`src/ncba_ram.sv`:
```
// ----------------------------------------------------------------------------
// ncba_ram
// Generic single-write, single-read RAM with registered read data.
// ----------------------------------------------------------------------------
module ncba_ram #(
   parameter int WIDTH = 16,
   parameter int DEPTH = 256
) (
   input  logic                     clock,
   input  logic                     wr_en,
   input  logic [$clog2(DEPTH)-1:0] wr_addr,
   input  logic [WIDTH-1:0]         wr_data,
   input  logic                     rd_en,
   input  logic [$clog2(DEPTH)-1:0] rd_addr,
   output logic [WIDTH-1:0]         rd_data
);

   logic [WIDTH-1:0] mem_ff [DEPTH];
   logic [WIDTH-1:0] rd_data_ff;

   always_ff @(posedge clock) begin
      if (wr_en) begin
         mem_ff[wr_addr] <= wr_data;
      end
      if (rd_en) begin
         rd_data_ff <= mem_ff[rd_addr];
      end
   end

   assign rd_data = rd_data_ff;

endmodule

```
`config.mk`:
```
export PLATFORM = sky130hd
export DESIGN_NAME = ncba_ram
export DESIGN_NICKNAME = d
export VERILOG_FILES = /design/src/ncba_ram.sv
export SDC_FILE = /design/constraint.sdc
export NUM_CORES = 2
export LEC_CHECK = 0
export ABC_AREA = 1
export BUFFER_PORTS_ARGS = -buffer_cell sky130_fd_sc_hd__buf_4
export CAP_MARGIN = 20
export CORE_ASPECT_RATIO = 0.6
export CORE_UTILIZATION = 46
export CTS_CLUSTER_SIZE = 40
export DETAILED_ROUTE_END_ITERATION = 16
export PLACE_DENSITY_LB_ADDON = 0.12
export SLEW_MARGIN = 10
export SYNTH_ARGS = -nofsm -noshare
export SYNTH_HDL_FRONTEND = slang
export SYNTH_SLANG_ARGS = --single-unit
```
`constraint.sdc`:
```
create_clock -name clock -period 2.4 [get_ports clock]
set_input_delay 0.48 -clock clock [delete_from_list [all_inputs] [get_ports clock]]
set_output_delay 0.48 -clock clock [all_outputs]
set_load 0.05 [all_outputs]
```
### Word-level counts from Yosys, hierarchy flattened

Memories as Yosys holds them, arrays and structs flattened. A register that Yosys moved wholly into a read port is not among the register bits.
Cells that the tools add are included.

* mux-type cells: 2

Operators by type and width (number)
* two-way mux 1 bit: 2

* output and inout bits: 16
* bits of input ports: 35
* memory bits (writable): 4096
* register bits after elaboration: 0
* memories: 1
* word-level logic and storage cells: 3

Memory list
* mem_ff: depth 256, width 16, read ports 1, clocked after Yosys merged registers in 1, write ports 1, line 18 `logic [WIDTH-1:0] mem_ff [DEPTH];`

### Logic depth before layout (Yosys ltp)

* depth in word-level cells: 2
* mapped depth: 15
* mapped depth without buffers: 11

### Least setup slack after synthesis

No wires, ideal clock.

* path kind: input-to-reg
* from: input wr_en
* to: memory mem_ff[164][0], enable pin
* data arrival time: 1.932 ns
* path buffers: 2
* stages: 4
* data required time: 2.012 ns
* library setup time: 0.388 ns
* path slack: 0.080 ns
* path through: clkbuf_1 nand3_1 clkbuf_1 nor2_1

* word-level cells in the longest chain between the ends: 2

RTL lines
* start: declaration: line 10 `input logic wr_en,`
* two-way mux 1 bit: line 22 `if (wr_en) begin`
* two-way mux 1 bit (not written as such): line 23 `mem_ff[wr_addr] <= wr_data;`
* end: declaration: line 18

Every way passes these cells.

### Worst setup path in the final report

* from: register rd_data_ff[10] (netlist: rd_data[10]) (read register of mem_ff)
* to: output rd_data[10]

RTL lines
* start: declaration: line 19 `logic [WIDTH-1:0] rd_data_ff;`
* end: declaration: line 15 `output logic [WIDTH-1:0] rd_data`

No word-level cell between the ends.

==> results.txt <==
----------------------------------------------------
[Clocking]
  Root buffer cell ... clkbuf_16
  Clock sink count ... 4112
  Total setup buffers inserted after CTS ... 0
  Worst-case clock buffer depth ... 4
  CTS buffer count ... 380
  CTS tree ... yes
  Clock input transition at the sequential cells of the worst setup and hold paths ... 0.07 ns
  Skew-Pair Late Insertion Delay ... 0.96 ns
  H-tree depth reported by CTS ... 5

[Final layout]
  Growth of design area from synthesis to finish ... 17.11%
  Multi-input combinational cell area ... 0.03732 mm2
  Final-layout fill cell count ... 29650
  Final standard cell area without fillers ... 0.1942 mm2
  Fraction of final layout cells with drive strength greater than 1 ... 0.1275
  Final net count ... 14350
  Seq. cell area ... 0.1235 mm2

[Worst setup path]
  Worst setup path category ... flip-flop to output pin
  Arrival @ worst endpoint ... 1.96 ns
  Kind of start point of the critical path ... flip-flop
  Worst path max stage delay ... 0.74 ns
  Worst-path cell chain ... buf_6
  Cell with the largest stage delay on the worst path ... edfxtp_1
  Crit path max-delay family ... flip-flops
  Highest net fanout along the worst path ... 1
  Req. time, crit path ... 1.92 ns
  Buf/Inv on CP ... 1
  Category of the worst setup path capture point ... output pin

[Run status]
  Violated checks ... setup timing
  Result of the run ... finished with violations

[Timing]
  Ratio of final minimum period to clock period ... 1.015
  Slew headroom ... 0.4382
  Max Clk Rate ... 410.5 MHz
  Number of hold violations in the final report ... 0
  Final count of negative-setup-slack endpoints ... 2
  Worst clock skew on the final layout ... 0.04972 ns
  Post-layout min period ... 2.436 ns
  Worst Setup Slack, final ... -0.03613 ns
  Slew at the pin closest to its max-slew limit ... 0.8427 ns
  Number of pins with negative max-slew slack in the final report ... 0
  Unrepaired setup endpoints after global routing ... true

[Place]
  Gp weighted congestion ... 0.9061
  Post-placement worst setup slack ... -1.028 ns
  HPWL Detailed ... 345700 um
  Post-detailed-placement cell area ... 0.1819 mm2
  Number of I/O port buffers ... 50

[Power]
  Leakage power of the design ... 0.06869 uW
  Net switching fraction of the power ... 0.2329
  Clock network fraction of design power ... 0.402
  Part of the power in registers ... 0.522
  Combinational share of power ... 0.076
  P per Cell Area ... 781.1 mW/mm2
  Internal power consumption ... 116400 uW
  Worst vdd ir ... 0.0005576 V
  Switching pwr ... 35330 uW

[Synthesis]
  Top cells by area, synth ... edfxtp_1 (74%), nand3_1 (12%), nand2_1 (9.5%)
  Post-Syn Area per Cell ... 12.18 um2
  Synthesized-area fraction occupied by adder cells ... 0
  Simple-gate area share of the yosys netlist ... 0.2235
  Number of unique standard cell types used by synthesis ... 14
  Complex-gate fraction of the synthesized area ... 0
  Netlist area before placement ... 0.1659 mm2
  Top_reg_cell synth ... edfxtp_1
  Multiplexer fraction of the synthesized cell area ... 0
  Dominant combinational cell family by area after synthesis ... simple AND/OR/NAND/NOR gates
  Share of the synthesized area in the top cell type ... 0.7444
  Library cell occupying the most area in the post-synthesis netlist ... edfxtp_1
  Cell with the most instances after synthesis ... nand2_1
  Top cells by instance count after synthesis ... nand2_1 (4211), edfxtp_1 (4112), nand3_1 (4035)
  Post-Synthesis Cells ... 13620
  Share of synthesized flip-flops with an asynchronous set or reset ... 0
  Syn. warnings ... 0
  Net count of the mapped netlist ... 13650
  EDFF count, synth ... 4112
  Register area share after synthesis ... 0.7444
  XOR/XNOR Fraction of Synth Area ... 0
  Seq cells post-synth ... 4112

[Detailed routing]
  Overall routed net length ... 546400 um
  Via total after detailed routing ... 113600
  Post-route antenna net violation count ... 0
  Number of design rule violations left after detail routing ... 0
  Iter 0 DRT Violations ... 16060
  Wire length per cell ... 28.12 um
  Number of iterations in the first detailed-routing pass ... 8
  Average vias per placed instance ... 5.848

[Die]
  Die span in x ... 777.2 um
  Chip height ... 467.1 um
  IO Count ... 51
  Row count ... 170
  Starting Density ... 0.4631
  Core area ... 0.3582 mm2
  Full die area ... 0.3631 mm2

[Global route]
  Pin count of the biggest net entering global routing ... 92
  Antenna violations before repair ... 27
  Via count of the first global-routing pass ... 105400
  Gr usage total ... 0.2957
  First-pass GRT wire length ... 777400 um
  Grt ovf ... 0

[Worst hold path]
  Hold WC Path Type ... primary input to flip-flop

[Job]
  Number of max-cap violations ... 0

----------------------------------------------------
-- state kept, by name, summed over array words and instances, names as in the netlist --
| name | cells |
|---|---|
| mem_ff | 4096 |
| rd_data | 16 |
-- repair_timing --
action | in CTS | in global routing
hold buffers | 15 | 0
gates cloned | 0 | 0
setup endpoints to repair | 9 | 9
hold endpoints to repair | 216 | 0
resized for setup | 9 | 10
-- path summary, 6_finish.rpt --
kind	slack [ns]	end	startpoint	cells past startpoint
worst min register to register	1.07	rd_data[12]	mem_ff[198][12]	10
worst max register to register	0.10	rd_data[2]	mem_ff[184][2]	11
worst min-delay path	0.08	rd_data[15]	rd_addr[7]	3
worst max-delay path	-0.04	rd_data[10]	rd_data[10]	1
-- stage by stage --
| stage | TNS (ns) | utilization | total power, uW | std cells | hold WS (ns) |
|---|---|---|---|---|---|
| 6_report | -0.05004 | 0.5423 | 151700 | 19430 | 0.08199 |
| 5_1_grt | -0.08029 | 0.5423 | 155400 | 19430 | 0.04673 |
| 4_1_cts | -0.2279 | 0.5421 | 152100 | 19430 | 0.001766 |
| 3_5_place_dp | -13.39 | 0.5078 | 92030 | 18730 | 0.8020 |
| 3_3_place_gp | -13.27 | 0.5078 | 91930 | 18730 | 0.8036 |
| 2_1_floorplan | 0 | - | 85750 | 13620 | 0.5789 |
-- layer usage --
metal | routed length, um | up-vias | global-route usage
li1 | - | 50040 | -
met1 | 237300 | 56460 | 0.4593
met2 | 222700 | 6345 | 0.4046
met3 | 70420 | 762 | 0.08489
met4 | 15870 | 6 | 0.07820
met5 | 41 | - | 0
-- cells by family after synthesis --
group                  Yosys count
AND/OR/NAND/NOR               8529
flip-flops                    4112
buffers and inverters          976
-- power by group through the flow --
| stage | Sequential (uW) | Combinational [uW] | Clock (uW) |
|---|---|---|---|
| after floorplan | 80900 | 4890 | 0 |
| after global placement | 80800 | 11100 | 0 |
| after detailed placement | 80800 | 11200 | 0 |
| after CTS | 79300 | 11300 | 61500 |
| after global routing | 79200 | 12100 | 64100 |
| final | 79300 | 11500 | 61000 |
-- worst register-to-register path: stages (launching register included) --
cell and delay (ns):
edfxtp_1 0.37, nand2_1 0.08, nand3_1 0.07, nand3_1 0.18, nand3_1 0.16, nand3_1 0.12
buf_4 0.18, nand3_1 0.26, nand3_1 0.27, nand2_1 0.22, nand2_1 0.11, nand2_1 0.05
-- area by class of cell --
| class | instances | share of cell area |
|---|---|---|
| flip-flops and latches | 4112 | 0.6357 |
| clock inverters | 219 | 0.01078 |
| well taps | 4816 | 0.03102 |
| repair buffers | 1250 | 0.07770 |
| inverters | 39 | 0.001024 |
| multi-input cells | 8529 | 0.1921 |
| diodes | 4 | 0.00005153 |
| clock buffers | 460 | 0.05160 |
-- placed cells by master, fill, tap and decap left out --
cell	count
bufinv_16	40
buf_12	437
buf_6	11
nand3_1	4026
buf_8	19
clkbuf_16	390
clkinv_4	1
clkinv_1	81
inv_1	33
nand2_1	4195
inv_6	8
clkinv_2	75
nand3_2	9
inv_8	3
edfxtp_1	4112
nand2_2	16
inv_2	1
inv_16	2
nor2_2	69
clkinv_8	3
buf_16	1
diode_2	4
buf_4	767
dlygate4sd3_1	15
clkbuf_1	70
clkinvlp_4	11
nor2_1	214
No activity file was read; power rests on OpenSTA's default activity.
