### src/ncba_pkg.sv
// ----------------------------------------------------------------------------
// ncba_pkg
// Shared constants and types of the node-to-cell box average block.
// ----------------------------------------------------------------------------
package ncba_pkg;

   localparam int CSR_DATA_W   = 16;
   localparam int CSR_INDEX_W  = 2;
   localparam int NODES_XY_W   = 9;
   localparam int NODES_Z_W    = 16;
   localparam int FIFO_DEPTH   = 3;
   localparam int FIFO_PTR_W   = 2;
   localparam int FIFO_LEVEL_W = 2;

   typedef enum logic [CSR_INDEX_W-1:0] {
      CSR_NODES_X = 2'd0,
      CSR_NODES_Y = 2'd1,
      CSR_NODES_Z = 2'd2
   } csr_index_type;

   typedef struct packed {
      logic                    not_empty;
      logic [FIFO_LEVEL_W-1:0] level;
   } fifo_status_type;

endpackage

### src/ncba_out_fifo.sv
// ----------------------------------------------------------------------------
// ncba_out_fifo
// Small result buffer between the datapath and the cell beat output.
// ----------------------------------------------------------------------------
module ncba_out_fifo #(
   parameter int WIDTH = 20
) (
   input  logic                      clock,
   input  logic                      reset,
   input  logic                      push,
   input  logic [WIDTH-1:0]          push_data,
   input  logic                      pop,
   output logic [WIDTH-1:0]          head_data,
   output ncba_pkg::fifo_status_type status
);

   localparam logic [ncba_pkg::FIFO_PTR_W-1:0] LAST_PTR =
      ncba_pkg::FIFO_PTR_W'(ncba_pkg::FIFO_DEPTH - 1);

   logic [WIDTH-1:0]                    entry_ff [ncba_pkg::FIFO_DEPTH];
   logic [ncba_pkg::FIFO_PTR_W-1:0]     wr_ptr_ff, wr_ptr_in;
   logic [ncba_pkg::FIFO_PTR_W-1:0]     rd_ptr_ff, rd_ptr_in;
   logic [ncba_pkg::FIFO_LEVEL_W-1:0]   level_ff, level_in;

   always_comb begin
      wr_ptr_in = wr_ptr_ff;
      rd_ptr_in = rd_ptr_ff;
      level_in  = level_ff;
      if (push) begin
         wr_ptr_in = (wr_ptr_ff == LAST_PTR) ? '0 : wr_ptr_ff + 1'b1;
      end
      if (pop) begin
         rd_ptr_in = (rd_ptr_ff == LAST_PTR) ? '0 : rd_ptr_ff + 1'b1;
      end
      if (push && !pop) begin
         level_in = level_ff + 1'b1;
      end else if (pop && !push) begin
         level_in = level_ff - 1'b1;
      end
   end

   always_ff @(posedge clock) begin
      if (reset) begin
         wr_ptr_ff <= '0;
         rd_ptr_ff <= '0;
         level_ff  <= '0;
      end else begin
         wr_ptr_ff <= wr_ptr_in;
         rd_ptr_ff <= rd_ptr_in;
         level_ff  <= level_in;
      end
   end

   always_ff @(posedge clock) begin
      if (push) begin
         entry_ff[wr_ptr_ff] <= push_data;
      end
   end

   assign head_data        = entry_ff[rd_ptr_ff];
   assign status.not_empty = (level_ff != '0);
   assign status.level     = level_ff;

endmodule
### config.mk
export PLATFORM = sky130hd
export DESIGN_NAME = ncba_out_fifo
export DESIGN_NICKNAME = d
export VERILOG_FILES = /design/src/ncba_pkg.sv /design/src/ncba_out_fifo.sv
export SDC_FILE = /design/constraint.sdc
export NUM_CORES = 1
export LEC_CHECK = 0
export BUFFER_PORTS_ARGS = -buffer_cell sky130_fd_sc_hd__buf_2
export CAP_MARGIN = 25
export CORE_UTILIZATION = 54
export DETAILED_ROUTE_END_ITERATION = 10
export PLACE_DENSITY_LB_ADDON = 0.3
export REMOVE_ABC_BUFFERS = 1
export SYNTH_ARGS = -nofsm -noshare
export SYNTH_HDL_FRONTEND = slang
export SYNTH_SLANG_ARGS = --single-unit
### constraint.sdc
create_clock -name clock -period 3.4 [get_ports clock]
set_input_delay 0.17 -clock clock [delete_from_list [all_inputs] [get_ports clock]]
set_output_delay 0.17 -clock clock [all_outputs]
set_load 0.01 [all_outputs]
### Word-level counts from Yosys, hierarchy flattened

Memories as Yosys holds them, arrays and structs flattened. A register that Yosys moved wholly into a read port is not among the register bits.
Cells that the tools add are included.
W data, S select, Z words.

| cells by class | value |
|---|---|
| add/subtract/negate cells | 4 |
| multiply operators | 0 |
| divide/modulo/power cells | 0 |
| magnitude comparators | 0 |
| eq/ne operators | 2 |
| shifts and indexed selects | 0 |
| multiplexer cells | 8 |
| bitwise logic cells | 0 |
| reduce and logical (&&, ||, !) cells | 6 |

Operators by type and width:

| cell | count |
|---|---|
| $mux W2 | 6 |
| $add A2 B1 Y2 const B | 3 |
| $eq A2 B2 Y1 const B | 2 |
| $reduce_bool A2 Y1 | 2 |
| $logic_and A1 B1 Y1 | 2 |
| $logic_not A1 Y1 | 2 |
| $mux W1 | 2 |
| $sub A2 B1 Y2 const B | 1 |

| storage, ports and cells | value |
|---|---|
| flip-flop bits (word level) | 6 |
| latch bits | 0 |
| bits in writable memories | 60 |
| bits in read-only memories | 0 |
| input port bits | 24 |
| output and inout bits | 23 |
| word-level logic and storage cells | 24 |
| memories kept | 1 |

Memories:

| name | words | width | read ports | clocked after memory_dff | write ports | RTL line | RTL |
|---|---|---|---|---|---|---|---|
| entry_ff | 3 | 20 | 1 | 1 | 1 | ncba_out_fifo.sv:20 | `logic [WIDTH-1:0] entry_ff [ncba_pkg::FIFO_DEPTH];` |

### Longest topological paths before layout

| depth | value |
|---|---|
| depth after elaboration | 4 |
| mapped depth | 5 |
| gate-level depth less buffers | 5 |

### Worst setup path before layout

OpenSTA, ideal clock, no wires.

| timing path | value |
|---|---|
| path type | reg2reg |
| start point | register wr_ptr_ff[1] (netlist bit) |
| end point | memory entry_ff[0][0] (enable) |
| library setup time | 0.429 ns |
| arrival time | 1.920 ns |
| required time | 2.971 ns |
| slack | 1.051 ns |
| stages on the path, launching flop included | 2 |
| buffers on the path | 0 |
| period minus slack after synthesis | 2.349 ns |
| cells stage by stage | dfxtp_1 nor3b_1 |

RTL lines:

| element | RTL line | RTL |
|---|---|---|
| start: declaration | ncba_out_fifo.sv:21 | `logic [ncba_pkg::FIFO_PTR_W-1:0] wr_ptr_ff, wr_ptr_in;` |
| start signal: assignment | ncba_out_fifo.sv:48 | `wr_ptr_ff <= wr_ptr_in;` |
| end: declaration | ncba_out_fifo.sv:20 |  |

Straight into the memory's write port.

### Worst setup path after layout

| timing path | value |
|---|---|
| start point | register wr_ptr_ff[0] (netlist bit) |
| end point | memory entry_ff[1][6] (enable) |

Straight into the memory's write port.

==> results.cfg <==
[run_status]
status = completed

[route]
viasPerCell = 5.39
detail_route.wl_per_cell_um = 15.9
drtAntennaViolNets = 0
drt_wl_total_um = 4290
first_pass_iters = 4
drt_iter0_drc = 63
drc = 0
dr_total_vias = 1454

[setup_path]
crit_chain = nand2_1 > nor2_2
worstPathBufferInverterCount = 0
crit_path_end_kind = flip-flop
cp_top_family = simple AND/OR/NAND/NOR gates
required_ps = 3340
cp_slowest_cell = nor2_2
critPathMaxStageDelay_ps = 760
cp-start-kind = flip-flop
path_class = reg2reg
cp.arrival_ps = 1630
cp_max_fo = 20

[finish]
final_cell_mix = 60 x edfxtp_1, 46 x buf_2, 23 x nand2_1
fillers = 303
register_area_mm2 = 0.00196
num-nets-final = 239
antenna_cells = 0
final_cells = 270
drive_gt1_share_pct = 31.2
fin_util_pct = 68.0
layout_commonest_cell = edfxtp_1
area_growth_syn_to_layout_pct = 19.6
multiInputGateArea_um2 = 520

[timing]
fin_tns_setup_ps = 0
finalHoldViolCount = 0
skew_ps = 7.24
maxSlewViolCount = 0
max_freq_ghz = 0.594
setup_violations = 0
tightest_slew_ps = 994
rsz0062_at_grt = false
maxSlewHeadroom_pct = 33.7
fin_crit_sh_pct = 49.5
holdWs_ps = 41.4
period_needed_ps = 1680

[synthesis]
synthTopCellsByArea = edfxtp_1 72%, mux2i_1 8.0%, dfxtp_1 6.4%, o21ai_1 4.0%, nand2_1 3.4%
syn_area_mm2 = 0.00251
yosys_warnings = 0
yosys.area.top_type = edfxtp_1
seq_area_frac_synth_pct = 78.2
avgSynthCellArea_um2 = 15.8
synthDistinctLibCells = 19
ys_seq_elements = 68
syn_inst = 159
synth_top_cell_area_share_pct = 71.8

[die]
start_util_pct = 56.9
rows = 24
die_area_mm2 = 0.00492
die_h_um = 70.2
top_level_ports = 47
die_x_um = 70.2
core_area_mm2 = 0.00441

[power_and_ir_drop]
power.density_mw_per_mm2 = 571
p_leak_uw = 0.00110
vdd_drop_max_mv = 0.468

[placed_design]
port_buffers = 46
dpl.hpwl_um = 2800
gp_congestion = 0.681
dp.cells = 254

[clock_tree]
ctsHoldBuffers = 0
cts_buffers = 9
ctsLongestPathBuffers = 2
post-cts-setup-buffer-count = 0
clk_pin_slew_ps = 70
ctsResizeCount = 0
htree_levels = 3
tritoncts = yes
clock_sinks = 68
insertion_delay_ps = 330
clock_tree.root_cell = clkbuf_8

[global_route]
grt_pass1_vias = 1465
grt_max_degree = 41
overflow = 0
grt_use_total_pct = 19.1
antenna_found_initial = 0
grt_pass1_wl_um = 6730

[min_path]
worstHoldPathType = in2reg

[job]
cap_violations = 0
worst register-to-register path: cells and delay by family, from the launching register on:
| family | cells | cell delay, ps |
|---|---|---|
| flip-flops | 1 | 410 |
| AND/OR/NAND/NOR | 2 | 880 |
layout make-up:
class	instances	area share (%)
repair buffers	50	8.92
inverters	2	0.250
clock buffers	13	5.63
flip-flops and latches	68	65.4
clock inverters	2	0.333
well taps	52	2.17
multi-input cells	83	17.3
routing by layer:
layer	global-route usage, %	wire [um]	vias up
li1	-	-	697
met1	20.6	1820	710
met2	32.7	2220	42
met3	7.79	196	5
met4	8.44	49	0
met5	0	0	-
Yosys cell counts:
cell,n
nor3b_1,2
o21ai_1,20
o21ai_0,1
ha_1,1
inv_1,2
nand3b_1,1
nand2_1,23
a21oi_1,4
nor2_1,6
edfxtp_1,60
dfxtp_1,8
xor2_1,2
clkbuf_1,3
or2_1,1
or3_1,1
mux2i_1,20
mux2_2,1
buf_1,1
buf_4,2
power by group:
part / internal, uW / switching (uW) / total, uW
sequential: 951 / 14.9 / 966
clock: 318 / 264 / 582
combinational: 69.4 / 96.9 / 166
total: 1340 / 376 / 1710
metrics by stage:
stage	power (uW)	instance area (um2)	setup slack [ps]
final	1710	3000	1720
after detailed placement	1150	2810	1670
after global routing	1780	3000	1620
after floorplan	1070	2480	1050
after global placement	1140	2810	1760
after CTS	1730	2990	1660
kinds of logic after synthesis:
group | after synthesis | synth area share, %
DFF | 68 | 78.2
and+or+nand+nor | 34 | 5.73
AOI/OAI and AO/OA | 25 | 4.99
adders and majority gates | 1 | 0.498
muxes | 21 | 8.42
xor gates and xnor gates | 2 | 0.698
buffers and inverters | 8 | 1.50
state kept, by name, summed over array words and instances (netlist names), named ones only:
| register | cells |
|---|---|
| entry_ff | 60 |
| level_ff | 2 |
| wr_ptr_ff | 2 |
| rd_ptr_ff | 2 |
worst paths after layout:
kind                       from               to  slack, ps  cells after the start
setup / recovery   wr_ptr_ff[0]   entry_ff[1][6]       1720                      2
hold reg to reg    rd_ptr_ff[1]        flip-flop        520                      2
setup reg to reg   wr_ptr_ff[0]   entry_ff[1][6]       1720                      2
hold / removal    push_data[19]  entry_ff[1][19]         40                      1
Power figures use the tool's default switching activity.
